$ cat src/rtl/b64lw_pkg.sv
package b64lw_pkg;

    // payload words on the two channels
    typedef struct packed {
        logic [7:0] data_byte;
        logic       end_of_data;
    } t_in_word;

    typedef struct packed {
        logic [7:0] out_char;
        logic       run_last;
    } t_out_word;

    // one group of work handed from front to back
    typedef struct packed {
        logic [7:0] b0;
        logic [7:0] b1;
        logic [7:0] b2;
        logic [1:0] nbytes;
        logic       crlf;
    } t_job;

    localparam logic [7:0] BPL_RESET = 8'd18;

    localparam logic [7:0] CHAR_PAD = 8'h3D;
    localparam logic [7:0] CHAR_CR  = 8'h0D;
    localparam logic [7:0] CHAR_LF  = 8'h0A;

    // character slots within one job
    localparam logic [2:0] STEP_S0 = 3'd0;
    localparam logic [2:0] STEP_S1 = 3'd1;
    localparam logic [2:0] STEP_S2 = 3'd2;
    localparam logic [2:0] STEP_S3 = 3'd3;
    localparam logic [2:0] STEP_CR = 3'd4;
    localparam logic [2:0] STEP_LF = 3'd5;

    localparam logic [8*64-1:0] ALPHABET =
        "ABCDEFGHIJKLMNOPQRSTUVWXYZabcdefghijklmnopqrstuvwxyz0123456789+/";

    // sextet to base64 symbol, first character sits in the top byte
    function automatic logic [7:0] b64_sym(input logic [5:0] v);
        logic [5:0] idx;
        idx = 6'd63 - v;
        return ALPHABET[{idx, 3'b000} +: 8];
    endfunction

endpackage

$ cat src/rtl/b64lw_front.sv
module b64lw_front (
    input  logic               i_clk,
    input  logic               i_rst_n,
    input  logic               i_cfg_we,
    input  logic [7:0]         i_cfg_wdata,
    input  logic               i_in_valid,
    output logic               o_in_ready,
    input  b64lw_pkg::t_in_word i_in_word,
    input  logic               i_q_full,
    output logic               o_push,
    output b64lw_pkg::t_job    o_job
);
    import b64lw_pkg::*;

    logic [7:0]  r_blocks_per_line;
    logic [15:0] r_held_bytes;
    logic [1:0]  r_held_count;
    logic [7:0]  r_blocks_on_line;

    logic [15:0] n_held_bytes;
    logic [1:0]  n_held_count;
    logic [7:0]  n_blocks_on_line;

    logic       accept;
    logic       full_group;
    logic       last;
    logic [7:0] blk_inc;
    logic       line_full;

    assign o_in_ready = !i_q_full;
    assign accept     = i_in_valid && o_in_ready;
    assign full_group = (r_held_count == 2'd2);
    assign last       = i_in_word.end_of_data;
    assign blk_inc    = r_blocks_on_line + 8'd1;
    assign line_full  = (blk_inc >= r_blocks_per_line);

    // build the group job, missing bytes zero-filled
    always_comb begin
        o_job.b0     = (r_held_count == 2'd0) ? i_in_word.data_byte : r_held_bytes[15:8];
        o_job.b1     = full_group ? r_held_bytes[7:0] :
                       ((r_held_count == 2'd1) ? i_in_word.data_byte : 8'd0);
        o_job.b2     = full_group ? i_in_word.data_byte : 8'd0;
        o_job.nbytes = r_held_count + 2'd1;
        o_job.crlf   = (full_group && line_full) || (last && (blk_inc != 8'd0));
    end

    assign o_push = accept && (full_group || last);

    // next held bytes and line position
    always_comb begin
        n_held_bytes     = r_held_bytes;
        n_held_count     = r_held_count;
        n_blocks_on_line = r_blocks_on_line;
        if (accept) begin
            priority if (last) begin
                n_held_count     = 2'd0;
                n_blocks_on_line = 8'd0;
            end else if (full_group) begin
                n_held_count     = 2'd0;
                n_blocks_on_line = line_full ? 8'd0 : blk_inc;
            end else begin
                n_held_count = r_held_count + 2'd1;
                if (r_held_count == 2'd0) begin
                    n_held_bytes[15:8] = i_in_word.data_byte;
                end else begin
                    n_held_bytes[7:0] = i_in_word.data_byte;
                end
            end
        end
    end

    // control state
    always_ff @(posedge i_clk) begin
        if (!i_rst_n) begin
            r_blocks_per_line <= BPL_RESET;
            r_held_count      <= 2'd0;
            r_blocks_on_line  <= 8'd0;
        end else begin
            if (i_cfg_we) begin
                r_blocks_per_line <= i_cfg_wdata;
            end
            r_held_count     <= n_held_count;
            r_blocks_on_line <= n_blocks_on_line;
        end
    end

    // held payload
    always_ff @(posedge i_clk) begin
        r_held_bytes <= n_held_bytes;
    end

endmodule

$ cat src/rtl/b64lw_queue.sv
module b64lw_queue #(
    parameter int DEPTH = 2
) (
    input  logic            i_clk,
    input  logic            i_rst_n,
    input  logic            i_push,
    input  b64lw_pkg::t_job i_job,
    input  logic            i_pop,
    output logic            o_full,
    output logic            o_empty,
    output b64lw_pkg::t_job o_head
);
    import b64lw_pkg::*;

    localparam int PW = $clog2(DEPTH);
    localparam int CW = $clog2(DEPTH + 1);
    localparam logic [PW-1:0] PTR_LAST  = PW'(DEPTH - 1);
    localparam logic [CW-1:0] COUNT_MAX = CW'(DEPTH);

    t_job          r_mem [DEPTH];
    logic [PW-1:0] r_wr_ptr;
    logic [PW-1:0] r_rd_ptr;
    logic [CW-1:0] r_count;

    logic do_push;
    logic do_pop;

    assign o_full  = (r_count == COUNT_MAX);
    assign o_empty = (r_count == '0);
    assign o_head  = r_mem[r_rd_ptr];
    assign do_push = i_push && !o_full;
    assign do_pop  = i_pop && !o_empty;

    // pointers and fill count
    always_ff @(posedge i_clk) begin
        if (!i_rst_n) begin
            r_wr_ptr <= '0;
            r_rd_ptr <= '0;
            r_count  <= '0;
        end else begin
            if (do_push) begin
                r_wr_ptr <= (r_wr_ptr == PTR_LAST) ? '0 : r_wr_ptr + 1'b1;
            end
            if (do_pop) begin
                r_rd_ptr <= (r_rd_ptr == PTR_LAST) ? '0 : r_rd_ptr + 1'b1;
            end
            if (do_push && !do_pop) begin
                r_count <= r_count + 1'b1;
            end else if (do_pop && !do_push) begin
                r_count <= r_count - 1'b1;
            end
        end
    end

    // storage
    always_ff @(posedge i_clk) begin
        if (do_push) begin
            r_mem[r_wr_ptr] <= i_job;
        end
    end

endmodule

$ cat src/rtl/b64lw_back.sv
module b64lw_back (
    input  logic                 i_clk,
    input  logic                 i_rst_n,
    input  logic                 i_head_valid,
    input  b64lw_pkg::t_job      i_head,
    output logic                 o_pop,
    output logic                 o_out_valid,
    input  logic                 i_out_ready,
    output b64lw_pkg::t_out_word o_out_word
);
    import b64lw_pkg::*;

    logic [2:0] r_step;
    logic       r_out_valid;
    t_out_word  r_out_word;

    logic       load;
    logic       step_last;
    logic [7:0] char_sel;
    logic [5:0] s0, s1, s2, s3;

    assign load      = i_head_valid && (!r_out_valid || i_out_ready);
    assign step_last = (r_step == (i_head.crlf ? STEP_LF : STEP_S3));
    assign o_pop     = load && step_last;

    // sextets of the group
    assign s0 = i_head.b0[7:2];
    assign s1 = {i_head.b0[1:0], i_head.b1[7:4]};
    assign s2 = {i_head.b1[3:0], i_head.b2[7:6]};
    assign s3 = i_head.b2[5:0];

    // character for the current slot
    always_comb begin
        unique case (r_step)
            STEP_S0: char_sel = b64_sym(s0);
            STEP_S1: char_sel = b64_sym(s1);
            STEP_S2: char_sel = (i_head.nbytes > 2'd1) ? b64_sym(s2) : CHAR_PAD;
            STEP_S3: char_sel = (i_head.nbytes > 2'd2) ? b64_sym(s3) : CHAR_PAD;
            STEP_CR: char_sel = CHAR_CR;
            STEP_LF: char_sel = CHAR_LF;
            default: char_sel = CHAR_PAD;
        endcase
    end

    // slot counter and output valid
    always_ff @(posedge i_clk) begin
        if (!i_rst_n) begin
            r_step      <= STEP_S0;
            r_out_valid <= 1'b0;
        end else begin
            if (load) begin
                r_step      <= step_last ? STEP_S0 : r_step + 3'd1;
                r_out_valid <= 1'b1;
            end else if (i_out_ready) begin
                r_out_valid <= 1'b0;
            end
        end
    end

    // output word register
    always_ff @(posedge i_clk) begin
        if (load) begin
            r_out_word.out_char <= char_sel;
            r_out_word.run_last <= step_last;
        end
    end

    assign o_out_valid = r_out_valid;
    assign o_out_word  = r_out_word;

endmodule

$ cat src/rtl/base64_line_wrapped_encoder.sv
// channel   direction  handshake                  payload
// cfg       in         i_cfg_we                   i_cfg_wdata (blocks per line)
// in        in         i_in_valid / o_in_ready    i_in_word  (data_byte, end_of_data)
// out       out        o_out_valid / i_out_ready  o_out_word (out_char, run_last)
//
// a byte is taken every cycle while the group queue has room; the back end puts
// out one character per cycle while a group waits and the output is not stalled,
// so a group gives four characters, or six with carriage return and line feed
// a group's first character is registered at the output after the group is queued
// synchronous active-low reset clears held count, line position, queue and output
// out stall holds the word; in stalls only when QUEUE_DEPTH groups wait
module base64_line_wrapped_encoder #(
    parameter int QUEUE_DEPTH = 2
) (
    input  logic                 i_clk,
    input  logic                 i_rst_n,
    input  logic                 i_cfg_we,
    input  logic [7:0]           i_cfg_wdata,
    input  logic                 i_in_valid,
    output logic                 o_in_ready,
    input  b64lw_pkg::t_in_word  i_in_word,
    output logic                 o_out_valid,
    input  logic                 i_out_ready,
    output b64lw_pkg::t_out_word o_out_word
);
    import b64lw_pkg::*;

    logic q_full;
    logic q_empty;
    logic push;
    logic pop;
    t_job job_in;
    t_job job_head;

    // byte gathering and line bookkeeping
    b64lw_front u_front (
        .i_clk       (i_clk),
        .i_rst_n     (i_rst_n),
        .i_cfg_we    (i_cfg_we),
        .i_cfg_wdata (i_cfg_wdata),
        .i_in_valid  (i_in_valid),
        .o_in_ready  (o_in_ready),
        .i_in_word   (i_in_word),
        .i_q_full    (q_full),
        .o_push      (push),
        .o_job       (job_in)
    );

    // group queue between front and back
    b64lw_queue #(
        .DEPTH (QUEUE_DEPTH)
    ) u_queue (
        .i_clk   (i_clk),
        .i_rst_n (i_rst_n),
        .i_push  (push),
        .i_job   (job_in),
        .i_pop   (pop),
        .o_full  (q_full),
        .o_empty (q_empty),
        .o_head  (job_head)
    );

    // character sequencer
    b64lw_back u_back (
        .i_clk        (i_clk),
        .i_rst_n      (i_rst_n),
        .i_head_valid (!q_empty),
        .i_head       (job_head),
        .o_pop        (pop),
        .o_out_valid  (o_out_valid),
        .i_out_ready  (i_out_ready),
        .o_out_word   (o_out_word)
    );

endmodule

$ cat config.mk
export PLATFORM = sky130hd
export DESIGN_NAME = base64_line_wrapped_encoder
export DESIGN_NICKNAME = d
export VERILOG_FILES = /design/src/rtl/b64lw_pkg.sv /design/src/rtl/b64lw_front.sv /design/src/rtl/b64lw_queue.sv /design/src/rtl/b64lw_back.sv /design/src/rtl/base64_line_wrapped_encoder.sv
export SDC_FILE = /design/constraint.sdc
export NUM_CORES = 1
export LEC_CHECK = 0
export BUFFER_PORTS_ARGS = -buffer_cell sky130_fd_sc_hd__buf_4
export CORE_ASPECT_RATIO = 1.25
export CORE_MARGIN = 1
export CORE_UTILIZATION = 30
export DETAILED_ROUTE_END_ITERATION = 10
export HOLD_SLACK_MARGIN = 0.02
export PLACE_DENSITY = 0.47
export SLEW_MARGIN = 20
export SYNTH_ARGS = -nofsm -noshare
export SYNTH_HDL_FRONTEND = slang
export SYNTH_SLANG_ARGS = --single-unit
$ cat constraint.sdc
create_clock -name i_clk -period 6.9 [get_ports i_clk]
set_input_delay 0.345 -clock i_clk [delete_from_list [all_inputs] [get_ports i_clk]]
set_output_delay 0.345 -clock i_clk [all_outputs]
set_load 0.01 [all_outputs]
==> summary.txt <==
Global route
  • First-pass GRT wire length: 22660 um
  • Total track usage: 0.1417
  • Largest net degree at the start of global routing: 34
  • Number of global-route vias before repair: 4236
  • Total gr overflow: 0
  • Initial antenna violation count: 0

STA
  • Clk_skew: 0.01021 ns
  • RSZ-0062 raised after global routing: no
  • Sum of negative setup slack: 0 ns
  • Slew @ Worst Pin: around 0.75 ns
  • Final min period: 3.616 ns
  • Final setup violation count: 0
  • Final hold vios: 0
  • Max Freq: 0.2765 GHz
  • Hold slack final: 0.1942 ns
  • Final period utilization: 0.5241
  • Pins over their slew limit: 0
  • Slew margin rel.: 0.4848

Setup path
  • Slowest-stage cell, CP: dfxtp_2
  • CP Max Fanout: 33
  • Endpoint type of the worst setup path: flip-flop
  • Worst path max stage delay: roughly 0.7 ns
  • Critical-path cell list: buf_4 > mux2i_1 > ha_1 > inv_1 > ha_1 > nor2b_1 > a211oi_1 > a211oi_1 > o41ai_1 > nand4_1
  • Crit path max-delay family: compound AO/OA/AOI/OAI gates
  • Critical path required time: 6.98 ns
  • Critical path class: flip-flop to flip-flop
  • Worst Path Arrival: between 3 and 4 ns
  • Element type at the critical path start: flip-flop
  • Crit path buf inv count: 2

Logic synthesis
  • Main combinational cell family by area after synthesis: compound AO/OA/AOI/OAI gates
  • Synthesis Warnings: 0
  • Register area share after synthesis: 0.4750
  • Net Count, Synth: 623
  • Mux contribution to synthesized area: 0.08844
  • Synth Flop Type: edfxtp_1
  • Synth Instances: between 500 and 600
  • Post-Synth Adder-Cell Area: 0.07607
  • Distinct cell type count after synthesis: 73
  • Simple-Gate Fraction of Synth Area: 0.1445
  • Post-synthesis xor/xnor area fraction: 0.01443
  • Mapped Area: 6070 um^2
  • Mean Syn Cell Area: 10.74 um^2
  • Synth Area in Compound Gates: 0.1602
  • Asr flop ratio synth: 0
  • EDFF count, synth: 78
  • FF+latch count, synth: 105

Routing
  • Final ANT Viol Nets: 0
  • Via count: 4330
  • DRT iter0 DRCs: approximately 250
  • Post-DR vias/cell: 5.017
  • Avg WL per Cell: 16.34 um
  • Drt pass-1 iters: 5
  • DR DRC count: 0
  • Post-Route WL: 14100 um

Clock tree
  • Total CTS buffers: 9
  • Clock transition at path regs: approximately 0.080 ns
  • TritonCTS clock tree: done
  • Hold Buf Count CTS: 0
  • CTS resizes: 0
  • Post-CTS Repair Setup Buffers: 0
  • Clk_lat worst skew: 0.36 ns
  • CTS sink cnt: 105
  • CTS root buffer: clkbuf_16
  • Maximum root-to-sink buffer count: 2
  • H-tree Lvls: 3

Place
  • PortBufs: 31
  • Post-DP HPWL: 10650 um
  • GP Congestion: 0.8497
  • Cells after DPL: 847

Cells and area
  • Most common cell after layout, fill and taps aside: edfxtp_1
  • Layout cell share with drive strength beyond 1: 0.1455
  • Most frequent cells in the layout: edfxtp_1, nand2_1, o21ai_0
  • Multi-input logic area: 2949 um^2
  • Post-layout util: 0.3488
  • Area Growth Syn to Fin: 12.70%
  • Layout net count: 651
  • Post-route insts no fill: between 800 and 900
  • FILL cells: 1970
  • N_diodes: 0
  • Sequential cell area: 2884 um^2

Die
  • Core Area: 19610 um^2
  • Io pins: 33
  • Initial Util: 0.3095
  • Die height: 161.0 um
  • Die width: 129.2 um
  • Die area: about 21000 um^2
  • Row count: 57

Power
  • Pwr Density: approximately 220 nW/um^2
  • Final Total Pwr: around 1500 uW
  • P_leak: 0.002471 uW
  • Peak supply drop: 0.0001127 V

Hold path
  • Hold Crit Class: input pin to flip-flop

Run
  • MaxCap Viol Count: 0

Status
  • Outcome: complete, no violations
## final timing paths
path | from | to | slack, ns | cells after the start
worst max register to register | flip-flop | u_back.o_out_word[4] | 3.28 | 10
worst min register to register | u_front.r_blocks_per_line[1] | u_front.r_blocks_per_line[1] | 0.49 | 2
worst max-delay path | flip-flop | u_back.o_out_word[4] | 3.28 | 10
worst min-delay path | i_in_word[1] | u_front.r_held_bytes[0] | 0.19 | 1
## layer usage
metal  vias to the layer above  GRT usage  routed length, um  share of wire
met2                        61     0.2268               6646           0.47
met5                         -          0                  0              0
met3                        23    0.01987                337          0.024
met1                      2090     0.1869               6672           0.47
li1                       2156          -                  -              -
met4                         0    0.06845                446          0.032
## cells by family after synthesis
logic type / count (synthesis)
xor gates and xnor gates: 10
adders and majority gates: 37
and+or+nand+nor: 173
other: 1
muxes: 45
buffers and inverters: 51
AOI/OAI and AO/OA: 143
DFF: 105
## power by group
part	internal [uW]	switching, uW
clock	252	248
combinational	108	158
sequential	720	17.5
total	1080	423
## sequential cells by signal (all words and copies together), names as in the netlist, named ones only
name and cells:
u_queue.r_mem 54, u_queue.r_rd_ptr 1, u_queue.r_count 2, u_back.o_out_word 8, u_back.r_step 3, u_queue.r_wr_ptr 1, u_front.r_held_count 2, u_front.r_held_bytes 16
u_front.r_blocks_on_line 8, u_front.r_blocks_per_line 8, u_back.o_out_valid 1
## through the flow
step / cell area, um^2 / setup slack [ns]
after floorplan: 6070 / 4.085
after global placement: 6548 / 3.331
after detailed placement: 6553 / 3.246
after CTS: 6838 / 3.239
after global routing: 6840 / 2.984
final: 6840 / 3.284
## cells in the mapped netlist, drive strengths merged, types with 3 or more instances
master  instances  share of area
a211oi          7         0.0087
a21oi          23          0.019
a22o            8          0.012
a31oi          10          0.011
a32oi           6         0.0087
and2           22          0.023
buf             9          0.013
clkbuf         10         0.0078
dfxtp          27          0.089
edfxtp         78           0.39
ha             36          0.074
inv            31          0.019
mux2           13          0.024
mux2i          29          0.053
mux4            3          0.012
nand2          45          0.028
nand2b          7         0.0076
nand3           9         0.0082
nor2           36          0.022
nor2b          19          0.020
nor3           15          0.012
o211ai          8         0.0099
o21a            5         0.0062
o21ai          41          0.035
o221ai          3         0.0043
o22ai           5         0.0052
o31a            3         0.0043
o41ai           4         0.0070
or3             6         0.0066
xnor2           6         0.0087
xor2            4         0.0058
## worst register-to-register path: cells and delay by family, from the launching register on
kind / cells / cell delay (ns)
buffers and inverters: 2 / 0.55
DFF: 1 / 0.70
adders and majority gates: 2 / 0.53
muxes: 1 / 0.53
AOI/OAI and AO/OA: 3 / 0.78
and+or+nand+nor: 2 / 0.27
## cell type report
| cell class | instances | area share |
|---|---|---|
| clock buffer | 9 | 0.03292 |
| tap | 265 | 0.04847 |
| inverter | 32 | 0.01756 |
| clock inverter | 7 | 0.008780 |
| sequential | 105 | 0.4216 |
| multi-input combinational | 409 | 0.4311 |
| timing repair buffer | 36 | 0.03951 |
No activity file was read; power rests on OpenSTA's default activity.
